File: src/hw/rtl/vn3d_pkg.sv
// ----------------------------------------------------------------------------
// vn3d_pkg
// Shared widths and the front-to-back queue entry for vector_normalize_3d.
// ----------------------------------------------------------------------------
package vn3d_pkg;

	localparam int IN_W    = 24;  // input component width
	localparam int OUT_W   = 16;  // Q1.15 result width
	localparam int SQ_W    = 47;  // square of a 24-bit magnitude
	localparam int SUM_W   = 48;  // sum of three squares
	localparam int QUO_W   = 33;  // floor(2^32 * c^2 / sum), up to 2^32
	localparam int ROOT_W  = 17;  // isqrt of the quotient, up to 2^16
	localparam int LANES   = 3;
	localparam int FIFO_DEPTH = 4;

	localparam logic [OUT_W-1:0] POS_MAX = 16'h7fff;

	typedef struct packed {
		logic [LANES-1:0][SQ_W-1:0] sq;
		logic [SUM_W-1:0]           sum;
		logic [LANES-1:0]           neg;
	} entry_t;

endpackage

File: src/hw/rtl/vn3d_fifo.sv
// ----------------------------------------------------------------------------
// vn3d_fifo
// Short register queue between the classify front and the divide/root back.
// ----------------------------------------------------------------------------
module vn3d_fifo #(
	parameter int DEPTH = vn3d_pkg::FIFO_DEPTH
) (
	input  logic             clk,
	input  logic             arst_n,
	input  logic             push,
	input  vn3d_pkg::entry_t push_data,
	output logic             full,
	input  logic             pop,
	output vn3d_pkg::entry_t pop_data,
	output logic             not_empty
);

	localparam int PTR_W = (DEPTH > 1) ? $clog2(DEPTH) : 1;
	localparam int CNT_W = $clog2(DEPTH + 1);

	vn3d_pkg::entry_t mem_q [0:DEPTH-1];
	logic [PTR_W-1:0] wr_ptr_q, rd_ptr_q;
	logic [CNT_W-1:0] count_q;

	assign full      = (count_q == CNT_W'(DEPTH));
	assign not_empty = (count_q != '0);
	assign pop_data  = mem_q[rd_ptr_q];

	always_ff @(posedge clk or negedge arst_n) begin
		if (!arst_n) begin
			wr_ptr_q <= '0;
			rd_ptr_q <= '0;
			count_q  <= '0;
		end else begin
			if (push)
				wr_ptr_q <= (wr_ptr_q == PTR_W'(DEPTH - 1)) ? '0 : wr_ptr_q + 1'b1;
			if (pop)
				rd_ptr_q <= (rd_ptr_q == PTR_W'(DEPTH - 1)) ? '0 : rd_ptr_q + 1'b1;
			if (push && !pop)
				count_q <= count_q + 1'b1;
			else if (pop && !push)
				count_q <= count_q - 1'b1;
		end
	end

	always_ff @(posedge clk) begin
		if (push)
			mem_q[wr_ptr_q] <= push_data;
	end

	a_no_overflow: assert property (@(posedge clk) disable iff (!arst_n)
		!(push && full)) else $error("queue push while full");
	a_no_underflow: assert property (@(posedge clk) disable iff (!arst_n)
		!(pop && !not_empty)) else $error("queue pop while empty");
	a_count_range: assert property (@(posedge clk) disable iff (!arst_n)
		count_q <= CNT_W'(DEPTH)) else $error("queue count out of range");

endmodule

File: config.mk
export PLATFORM = sky130hd
export DESIGN_NAME = vn3d_fifo
export DESIGN_NICKNAME = d
export VERILOG_FILES = /design/src/hw/rtl/vn3d_pkg.sv /design/src/hw/rtl/vn3d_fifo.sv
export SDC_FILE = /design/constraint.sdc
export NUM_CORES = 1
export LEC_CHECK = 0
export BUFFER_PORTS_ARGS = -buffer_cell sky130_fd_sc_hd__buf_4
export CAP_MARGIN = 20
export CORE_ASPECT_RATIO = 1.2
export CORE_UTILIZATION = 61
export DETAILED_ROUTE_END_ITERATION = 10
export GPL_ROUTABILITY_DRIVEN = 1
export GPL_TIMING_DRIVEN = 0
export PLACE_DENSITY = 0.84
export RECOVER_POWER = 50
export REMOVE_ABC_BUFFERS = 1
export SETUP_SLACK_MARGIN = 0.5
export SYNTH_ARGS = -nofsm -noshare
export SYNTH_HDL_FRONTEND = slang
export SYNTH_SLANG_ARGS = --single-unit
export TNS_END_PERCENT = 50
File: constraint.sdc
create_clock -name clk -period 9.85 [get_ports clk]
set_clock_uncertainty 0.2 [all_clocks]
set_input_delay 0.4925 -clock clk [delete_from_list [all_inputs] [get_ports clk]]
set_output_delay 0.4925 -clock clk [all_outputs]
set_load 0.01 [all_outputs]
==> flow_metrics.tcl <==
set metrics [dict create \
    status "finished with violations" \
    violations "capacitance limit, slew limit" \
    p_leak_nw 11.7 \
    pwr-share-seq_pct 43.5 \
    switchingPower_mw 2.97 \
    clockRootBuffer "clkbuf_16" \
    fmax_ghz 0.244 \
    io_buffers 389 \
    finalCritPeriodShare_pct 41.5 \
    avgSynthCellArea_um2 27.1 \
    power_frac_comb_pct 31.3 \
    final_net_count 1879 \
    final.min_clock_period_ns 4.09 \
    swShare_pct 28.9 \
    p_int_mw 7.30 \
    rows 85 \
    drive_above_1_share_pct 29.1 \
    place_area_um2 32100 \
    ir_drop_mv 0.197 \
    mappedNetlistArea_um2 28100 \
    synth_flop_cell "edfxtp_1" \
    dp_slack_ns 6.62 \
    cp.arrival_ns 4.14 \
    antenna_found_initial 4 \
    cts_tree "done" \
    synth_top_family_by_area "multiplexers" \
    hpwl_um 33700 \
    wl_um 65800 \
    dp.cells 2018 \
    cts_sinks 775 \
    finalSetupViolCount 0 \
    crit_path_end_kind "flop" \
    clk-insertion-delay-late_ns 0.59 \
    timing_hold_violations_final 0 \
    area.growth.synth_to_final_pct 26.0 \
    rr_worst_depth 5 \
    route.detailed.drc 0 \
    ys_ff_latch 775 \
    ctsResizeCount 0 \
    start_util_pct 62.3 \
    grt_pass1_vias 15200 \
    ios 390 \
    drv_slew 104 \
    synthDistinctLibCells 21 \
    async_reset_ff_share_pct 0.903 \
    startpoint_type "input port" \
    routedWlPerCell_um 28.1 \
    grt_max_degree 63 \
    synthMuxAreaShare_pct 15.5 \
    postRouteAntennaNets 0 \
    hp-class "in2async" \
    required_ns 9.90 \
    worstMarginPinSlew_ns 2.87 \
    maxCapViolCount 4 \
    pwr-share-clk_pct 25.1 \
    fp.dieH_um 237 \
    first_pass_iters 5 \
    rsz0062_at_grt "no" \
    path_max_fanout 48 \
    setup_ws_ns 5.76 \
    grtUsageTotal_pct 28.9 \
    clk_pin_slew_worst_paths_ns 0.06 \
    clockBufferDepth 3 \
    synth_edf_count 768 \
    fin_cells 2339 \
    powerDensity_nw_per_um2 290 \
    synth_fa_ha_area_share_pct 0.338 \
    die-area_um2 47000 \
    ys_warn_count 0 \
    synthCells 1040 \
    die_w_um 198 \
    yosysSeqAreaShare_pct 82.6 \
    hold_slack_ns 0.181 \
    coreArea_um2 45200 \
    htree_levels 3 \
    synthSimpleGateAreaFrac_pct 0.205 \
    cts_buffers 70 \
    dr_total_vias 13800 \
    synth_compound_area_share_pct 0.0356 \
    grt_pass1_wl_um 95400 \
    tns_ns 0 \
    slew_headroom_pct -91.2 \
    grt_overflow 0 \
    drt_iter0_drc 952 \
    viasPerCell 5.91 \
    crit_type "in2reg" \
    place.gp.congestion 0.737 \
    fin_area_um2 35500 \
    synthXorXnorAreaFrac_pct 0.0934 \
]
cells by family (layout without fill, tap and decap cells):
family | Yosys count | count (layout)
flops | 775 | 775
mux | 195 | 195
buf+inv | 47 | 733
simple gates | 11 | 11
fa+ha+maj | 7 | 7
xor+xnor | 3 | 3
compound gates | 2 | 2
other cells | 0 | 4
cell type report:
class,instances,area [um^2]
repair buffers,607,4760
flip-flops and latches,775,23200
clock inverters,28,200
well taps,609,762
multi-input cells,218,4550
fillers,2308,9740
diodes,4,10.0
clock buffers,94,1920
inverters,4,15.0
path summary, 6_finish.rpt:
check	start	end	slack (ns)
min in group clk	count_q[2]$_DFFE_PN0P_	count_q[2]$_DFFE_PN0P_	0.33
hold / removal	arst_n	rd_ptr_q[1]$_DFFE_PN0P_	0.18
setup reg to reg	wr_ptr_q[1]$_DFFE_PN0P_	mem_q[1][160]$_DFFE_PP_	5.92
max in group asynchronous	arst_n	rd_ptr_q[0]$_DFFE_PN0P_	8.90
setup / recovery	push	mem_q[1][160]$_DFFE_PP_	5.76
hold reg to reg	count_q[2]$_DFFE_PN0P_	count_q[2]$_DFFE_PN0P_	0.33
sequential cells by signal (all words and copies together), names as in the netlist:
name and cells:
rd_ptr_q 2, count_q 3, wr_ptr_q 2, mem_q 768
power groups by stage:
| stage | logic (mW) | clock network, mW | registers, mW |
|---|---|---|---|
| 5_1_grt | 3.39 | 2.74 | 4.51 |
| 4_1_cts | 3.25 | 2.59 | 4.44 |
| 3_5_place_dp | 3.15 | 0 | 4.50 |
| 6_report | 3.22 | 2.58 | 4.47 |
| 2_1_floorplan | 1.79 | 0 | 4.75 |
| 3_3_place_gp | 3.31 | 0 | 5.01 |
cells in the mapped netlist, types with 2 or more instances:
master,n,area share (%)
buf_4,2,0.053
clkbuf_1,2,0.027
mux2_2,3,0.12
inv_1,4,0.053
dfrtp_1,7,0.62
nand2_1,2,0.027
buf_1,2,0.027
and2_1,4,0.089
edfxtp_1,768,82
buf_2,18,0.32
xor2_1,2,0.062
buf_6,18,0.72
ha_1,6,0.27
mux4_2,192,15
nor2_1,3,0.040
o21ai_0,2,0.036
what timing repair did:
action | CTS | global route
buffers inserted | 0 | 0
endpoints found under the hold margin | 779 | 0
hold buffers | 195 | 0
through the flow:
step           total power [mW]  utilization [%]
5_1_grt                    10.6             78.4
4_1_cts                    10.3             80.1
2_1_floorplan              6.53                -
3_3_place_gp               8.31             69.6
3_5_place_dp               7.64             71.1
6_report                   10.3             78.4
worst max-delay path, cell delays in order:
cell and delay (ns):
dlygate4sd3_1 0.55, clkbuf_1 0.30, and2_0 2.14, buf_16 0.31
buf_16 0.30
routing by layer:
layer / GRT usage [%] / vias up / part of all wire (%)
met5: 0 / - / 0.027
met4: 14.2 / 4 / 4.6
met3: 6.87 / 163 / 7.5
met2: 50.8 / 659 / 54
met1: 33.1 / 7190 / 33
li1: - / 5798 / -
cells in the final DEF (no fill, tap or decap), types with 5 or more instances in the layout:
cell             n
clkinv_2        10
clkbuf_16       73
buf_16          21
edfxtp_1       768
dlygate4sd3_1  195
clkinv_1        14
clkbuf_1       214
ha_1             6
dfrtp_1          5
mux4_2         192
buf_4          195
(Power assumes the default switching activity.)
