$ cat src/hw/rtl/vn3d_pkg.sv
// ----------------------------------------------------------------------------
// vn3d_pkg
// Shared widths and the front-to-back queue entry for vector_normalize_3d.
// ----------------------------------------------------------------------------
package vn3d_pkg;

	localparam int IN_W    = 24;  // input component width
	localparam int OUT_W   = 16;  // Q1.15 result width
	localparam int SQ_W    = 47;  // square of a 24-bit magnitude
	localparam int SUM_W   = 48;  // sum of three squares
	localparam int QUO_W   = 33;  // floor(2^32 * c^2 / sum), up to 2^32
	localparam int ROOT_W  = 17;  // isqrt of the quotient, up to 2^16
	localparam int LANES   = 3;
	localparam int FIFO_DEPTH = 4;

	localparam logic [OUT_W-1:0] POS_MAX = 16'h7fff;

	typedef struct packed {
		logic [LANES-1:0][SQ_W-1:0] sq;
		logic [SUM_W-1:0]           sum;
		logic [LANES-1:0]           neg;
	} entry_t;

endpackage

$ cat src/hw/rtl/vn3d_front.sv
// ----------------------------------------------------------------------------
// vn3d_front
// Accepts vectors: sign/magnitude split, squares, sum of squares.
// ----------------------------------------------------------------------------
module vn3d_front (
	input  logic                             clk,
	input  logic                             arst_n,
	input  logic                             in_valid,
	output logic                             in_stall,
	input  logic signed [vn3d_pkg::IN_W-1:0] vec_x,
	input  logic signed [vn3d_pkg::IN_W-1:0] vec_y,
	input  logic signed [vn3d_pkg::IN_W-1:0] vec_z,
	output logic                             push,
	output vn3d_pkg::entry_t                 push_data,
	input  logic                             full
);

	logic adv;
	logic v_s1, v_s2, v_s3;
	logic [vn3d_pkg::LANES-1:0][vn3d_pkg::IN_W-1:0] mag_s1;
	logic [vn3d_pkg::LANES-1:0]                     neg_s1, neg_s2, neg_s3;
	logic [vn3d_pkg::LANES-1:0][vn3d_pkg::SQ_W-1:0] sq_s2, sq_s3;
	logic [vn3d_pkg::SUM_W-1:0]                     sum_s3;
	logic [vn3d_pkg::LANES-1:0][vn3d_pkg::IN_W-1:0] raw;
	logic [vn3d_pkg::LANES-1:0][2*vn3d_pkg::IN_W-1:0] prod;

	assign adv      = !(v_s3 && full);
	assign in_stall = !adv;
	assign push     = v_s3 && !full;
	assign raw      = {vec_z, vec_y, vec_x};

	always_comb begin
		for (int l = 0; l < vn3d_pkg::LANES; l++)
			prod[l] = mag_s1[l] * mag_s1[l];
	end

	always_ff @(posedge clk or negedge arst_n) begin
		if (!arst_n) begin
			v_s1 <= 1'b0;
			v_s2 <= 1'b0;
			v_s3 <= 1'b0;
		end else if (adv) begin
			v_s1 <= in_valid;
			v_s2 <= v_s1;
			v_s3 <= v_s2;
		end
	end

	always_ff @(posedge clk) begin
		if (adv) begin
			for (int l = 0; l < vn3d_pkg::LANES; l++) begin
				neg_s1[l] <= raw[l][vn3d_pkg::IN_W-1];
				mag_s1[l] <= raw[l][vn3d_pkg::IN_W-1] ? (~raw[l] + 1'b1) : raw[l];
				sq_s2[l]  <= prod[l][vn3d_pkg::SQ_W-1:0];
			end
			neg_s2 <= neg_s1;
			neg_s3 <= neg_s2;
			sq_s3  <= sq_s2;
			sum_s3 <= {1'b0, sq_s2[0]} + {1'b0, sq_s2[1]} + {1'b0, sq_s2[2]};
		end
	end

	assign push_data.sq  = sq_s3;
	assign push_data.sum = sum_s3;
	assign push_data.neg = neg_s3;

endmodule

$ cat config.mk
export PLATFORM = sky130hd
export DESIGN_NAME = vn3d_front
export DESIGN_NICKNAME = d
export VERILOG_FILES = /design/src/hw/rtl/vn3d_pkg.sv /design/src/hw/rtl/vn3d_front.sv
export SDC_FILE = /design/constraint.sdc
export NUM_CORES = 2
export LEC_CHECK = 0
export ABC_AREA = 1
export BUFFER_PORTS_ARGS = -buffer_cell sky130_fd_sc_hd__buf_2
export CORE_MARGIN = 2
export CORE_UTILIZATION = 30
export CTS_CLUSTER_SIZE = 25
export DETAILED_ROUTE_END_ITERATION = 16
export PLACE_DENSITY = 0.49
export SKIP_CTS_REPAIR_TIMING = 1
export SYNTH_ARGS = -nofsm -noshare
export SYNTH_HDL_FRONTEND = slang
export SYNTH_SLANG_ARGS = --single-unit
$ cat constraint.sdc
create_clock -name clk -period 18.2 [get_ports clk]
set_input_delay 0.91 -clock clk [delete_from_list [all_inputs] [get_ports clk]]
set_output_delay 0.91 -clock clk [all_outputs]
set_load 0.02 [all_outputs]
==> metrics list <==
* Critical path type: reg -> reg
- Required time of the critical path: 18.65 ns
- Entering global routing, the biggest net connects 73 pins.
- Global-route met2 utilization: 29.3%
- Most area-consuming cells after synthesis: sky130_fd_sc_hd__fa_1, sky130_fd_sc_hd__edfxtp_1, sky130_fd_sc_hd__inv_1
- In the finished design, the share of the clock period the worst path needs comes to 39.6%.
* Pre-Repair DR Iteration Count: 5
- Count of state elements after synthesis: 408
- Maximum clock skew at final layout: 0.0581 ns
- In this run the remaining antenna-violating nets after routing total 0.
* Largest buffer count on any clock path: 3
- Clock root cell: sky130_fd_sc_hd__clkbuf_16
* Outcome: completed
- The largest total area in the synthesized netlist belongs to sky130_fd_sc_hd__fa_1.
* Clock-pin transition on the worst setup and hold timing paths: 0.06 ns
- At the later pin of the worst-skew pair, clock insertion delay measures 0.73 ns.
* Unique masters post-synth: 42
- Total number of yosys warnings: 0
- Nature of the critical path endpoint: flip-flop
* Finished layout cell area: 78,400 um^2
* Sequential element share of the synthesized area: 17.2%
- Total number of placement rows: 178
* Detailed-placement wirelength estimate: 178,000 um
- Setup repair after global routing left no endpoint under its margin.
- The largest individual stage delay along the critical path comes from the cell sky130_fd_sc_hd__edfxtp_1.
- Net count reported at finish: 10,700
* Detailed Route Iter0 Violations: 3,316
- Number of max-slew violations in the final report: 0
* Antenna violations before repair: 13
* Post-route minimum period: 7.21 ns
- In this run the worst setup path begins at mag_s1[53]$_DFFE_PN_.
- Max Cap Violations: 0
- Of the cells placed in the final design, the portion with a size suffix greater than 1 is 6.43%.
- Mean Syn Cell Area: 8.37 um^2
- Library cell appearing most often on the critical path: sky130_fd_sc_hd__fa_1
- Htree depth: 2
* Vertical die dimension: 491 um
- Num ports: 270
* Max FO, Critical Path: 24
- Initial Util: 30.2%
- The floorplan step set the die width to 491 um.
* Number of remaining DRC errors: 0
* Worst-case headroom to the max-slew limit: 5.05%
- The synthesized design devotes to its leading area cell type 36.9% of total area.
- Cell Chain, Critical Path: nand2_1 -> fa_1 -> inv_1 -> fa_1 -> inv_1 -> fa_1 -> fa_1 -> inv_1 -> fa_1 -> fa_1 -> inv_1 -> fa_1 -> inv_1 -> ha_1 -> nand2_1 -> nor2_1 -> nand2_1 -> nor2_1 -> nand2_1 -> nand3_2 -> nand2_1 -> nand3_1 -> nand2_1
- Based on the critical path, the design can be clocked at up to 139 MHz.
- Most congested layer reported by global routing: met2
- Final weighted congestion in routability-driven placement: 0.913
- After filler insertion, the fill cell instance count of the layout stands at 25,000.
- Together, buffers and inverters on the worst path number 5.
- Drt total wl: 211,000 um
* Arrival time worst endpoint: 7.66 ns
- Total die area: 241,000 um^2
- Kind of path behind the tightest hold check: reg -> reg
- Via count of the first global-routing pass: 55,300
- Hold Startpoint: neg_s2[0]$_DFFE_PN_
- Setup violators final: 0
- Synth Cell Area: 71,200 um^2
- For this run, the slowest stage of the critical path takes 1.28 ns.
* Routing usage on met1: 24.2%
- Number of instances in the synthesized netlist: 8,509
* TritonCTS clock tree: built
- The number of endpoints with negative hold slack in the final report was 0.
- The total area inside the core boundary comes to 236,000 um^2.
- Placement-stage cell area: 76,300 um^2
* Total global routing overflow: 0
- In this design, the largest share of critical-path delay is due to adder cells.
- Clock net sink count: 408
- Slew @ Worst Pin: 1.42 ns
- First-pass GRT wire length: 329,000 um
- Global routing consumed, on the met3 layer, 1.62% of the routing resources.
- For this block, the via count after detailed routing is 51,600.
* Kind of start point of the critical path: flip-flop
- The worst register-to-register path begins at mag_s1[53]$_DFFE_PN_.
- GRT Overall Usage: 17.8%
* Avg WL per Cell: 17.7 um
- Number of buffers added by the clock tree synthesis step: 58
- Setup total negative slack on the finished layout was measured at 0 ns.
- Number of I/O port buffers: 266
- The area growth from synthesis to layout is 10.1%.
- Via density: 4.32
## cell usage in the layout, fill, tap and decap left out, types with 6 or more instances in the layout
| cell type | count |
|---|---|
| sky130_fd_sc_hd__a21oi_1 | 134 |
| sky130_fd_sc_hd__a31oi_1 | 18 |
| sky130_fd_sc_hd__and2_1 | 7 |
| sky130_fd_sc_hd__buf_2 | 266 |
| sky130_fd_sc_hd__buf_4 | 60 |
| sky130_fd_sc_hd__bufinv_16 | 11 |
| sky130_fd_sc_hd__clkbuf_1 | 6 |
| sky130_fd_sc_hd__clkbuf_16 | 59 |
| sky130_fd_sc_hd__clkinv_1 | 14 |
| sky130_fd_sc_hd__clkinv_2 | 6 |
| sky130_fd_sc_hd__conb_1 | 6 |
| sky130_fd_sc_hd__edfxtp_1 | 405 |
| sky130_fd_sc_hd__fa_1 | 1314 |
| sky130_fd_sc_hd__ha_1 | 564 |
| sky130_fd_sc_hd__inv_1 | 2781 |
| sky130_fd_sc_hd__inv_2 | 10 |
| sky130_fd_sc_hd__nand2_1 | 2185 |
| sky130_fd_sc_hd__nand2_2 | 38 |
| sky130_fd_sc_hd__nand2b_1 | 6 |
| sky130_fd_sc_hd__nand3_1 | 128 |
| sky130_fd_sc_hd__nand3_2 | 29 |
| sky130_fd_sc_hd__nand3b_1 | 9 |
| sky130_fd_sc_hd__nand4_1 | 27 |
| sky130_fd_sc_hd__nor2_1 | 322 |
| sky130_fd_sc_hd__nor2_2 | 46 |
| sky130_fd_sc_hd__nor3_1 | 24 |
| sky130_fd_sc_hd__nor4_1 | 10 |
| sky130_fd_sc_hd__o21ai_0 | 33 |
| sky130_fd_sc_hd__o21bai_1 | 25 |
| sky130_fd_sc_hd__or2_1 | 6 |
| sky130_fd_sc_hd__or2_2 | 6 |
| sky130_fd_sc_hd__xnor2_1 | 60 |
| sky130_fd_sc_hd__xor2_1 | 127 |
## through the flow
| step | cells | hold slack, ns | util [%] | setup slack, ns |
|---|---|---|---|---|
| 4_1_cts | 11900 | -0.0546 | 33.3 | 11.02 |
| 6_report | 11900 | 0.419 | 33.3 | 10.99 |
| 3_5_place_dp | 11800 | 0.409 | 32.4 | 11.03 |
| 5_1_grt | 11900 | 0.390 | 33.3 | 10.63 |
| 2_1_floorplan | 8514 | 0.400 | - | 6.09 |
| 3_3_place_gp | 11800 | 0.402 | 32.4 | 11.05 |
## final timing paths
path,end,slack (ns),cells after the start
setup / recovery,sq_s2[137]$_DFFE_PN_,10.99,23
hold / removal,neg_s3[0]$_DFFE_PN_,0.42,0
setup reg to reg,sq_s2[137]$_DFFE_PN_,10.99,23
hold reg to reg,neg_s3[0]$_DFFE_PN_,0.42,0
max in group asynchronous,v_s2$_DFFE_PN0N_,17.54,2
min in group asynchronous,v_s1$_DFFE_PN0N_,0.55,2
## flip-flops by register name, summed over array words and instances, names as in the netlist
name,flops
sq_s2,138
mag_s1,72
v_s2,1
neg_s2,3
v_s1,1
push_data,138
v_s3,1
neg_s1,3
sum_s3,48
neg_s3,3
## cells by family (layout without fill, tap and decap cells)
family	after synthesis	count (layout)	synth area share [%]
flip-flops	408	408	17.2
AND/OR/NAND/NOR	2857	2857	16.3
other	1	11	0.00527
adder cells (fa/ha/maj)	1878	1878	46.9
XOR/XNOR	187	187	2.30
buffers and inverters	2950	3229	15.6
AO/OA/AOI/OAI	228	228	1.79
## metal layers
metal	vias to the layer above	share of wire (%)	routed length, um
met5	-	0	0
met4	0	4.4	9310
met3	246	3.9	8130
met2	1070	46	98100
met1	25500	45	95600
li1	24800	-	-
## area by class of cell
class | instances | area, um^2 | share of cell area [%]
clock inverters | 44 | 553 | 0.705
clock buffers | 65 | 1500 | 1.91
well taps | 3150 | 3940 | 5.03
diodes | 5 | 12.5 | 0.0160
multi-input cells | 5156 | 47900 | 61.1
repair buffers | 327 | 1790 | 2.28
flip-flops and latches | 408 | 12200 | 15.6
inverters | 2793 | 10500 | 13.4
## synthesized netlist by cell type, drive strengths merged
| cell type | n |
|---|---|
| o211ai | 2 |
| clkbuf | 152 |
| edfxtp | 405 |
| nor2 | 373 |
| inv | 2791 |
| a21oi | 134 |
| a31oi | 18 |
| nand2b | 6 |
| conb | 1 |
| nor4 | 10 |
| ha | 564 |
| dfrtp | 3 |
| nand3 | 157 |
| o21ai | 44 |
| and2 | 8 |
| xnor2 | 60 |
| xor2 | 127 |
| clkinv | 2 |
| fa | 1314 |
| o21bai | 25 |
| nand4 | 27 |
| nor3 | 30 |
| or2 | 13 |
| nand3b | 9 |
| a21o | 5 |
| buf | 5 |
| nand2 | 2224 |
Power is not shown: default switching activity piles up to over one toggle a cycle in this logic, so the estimate is an artifact.
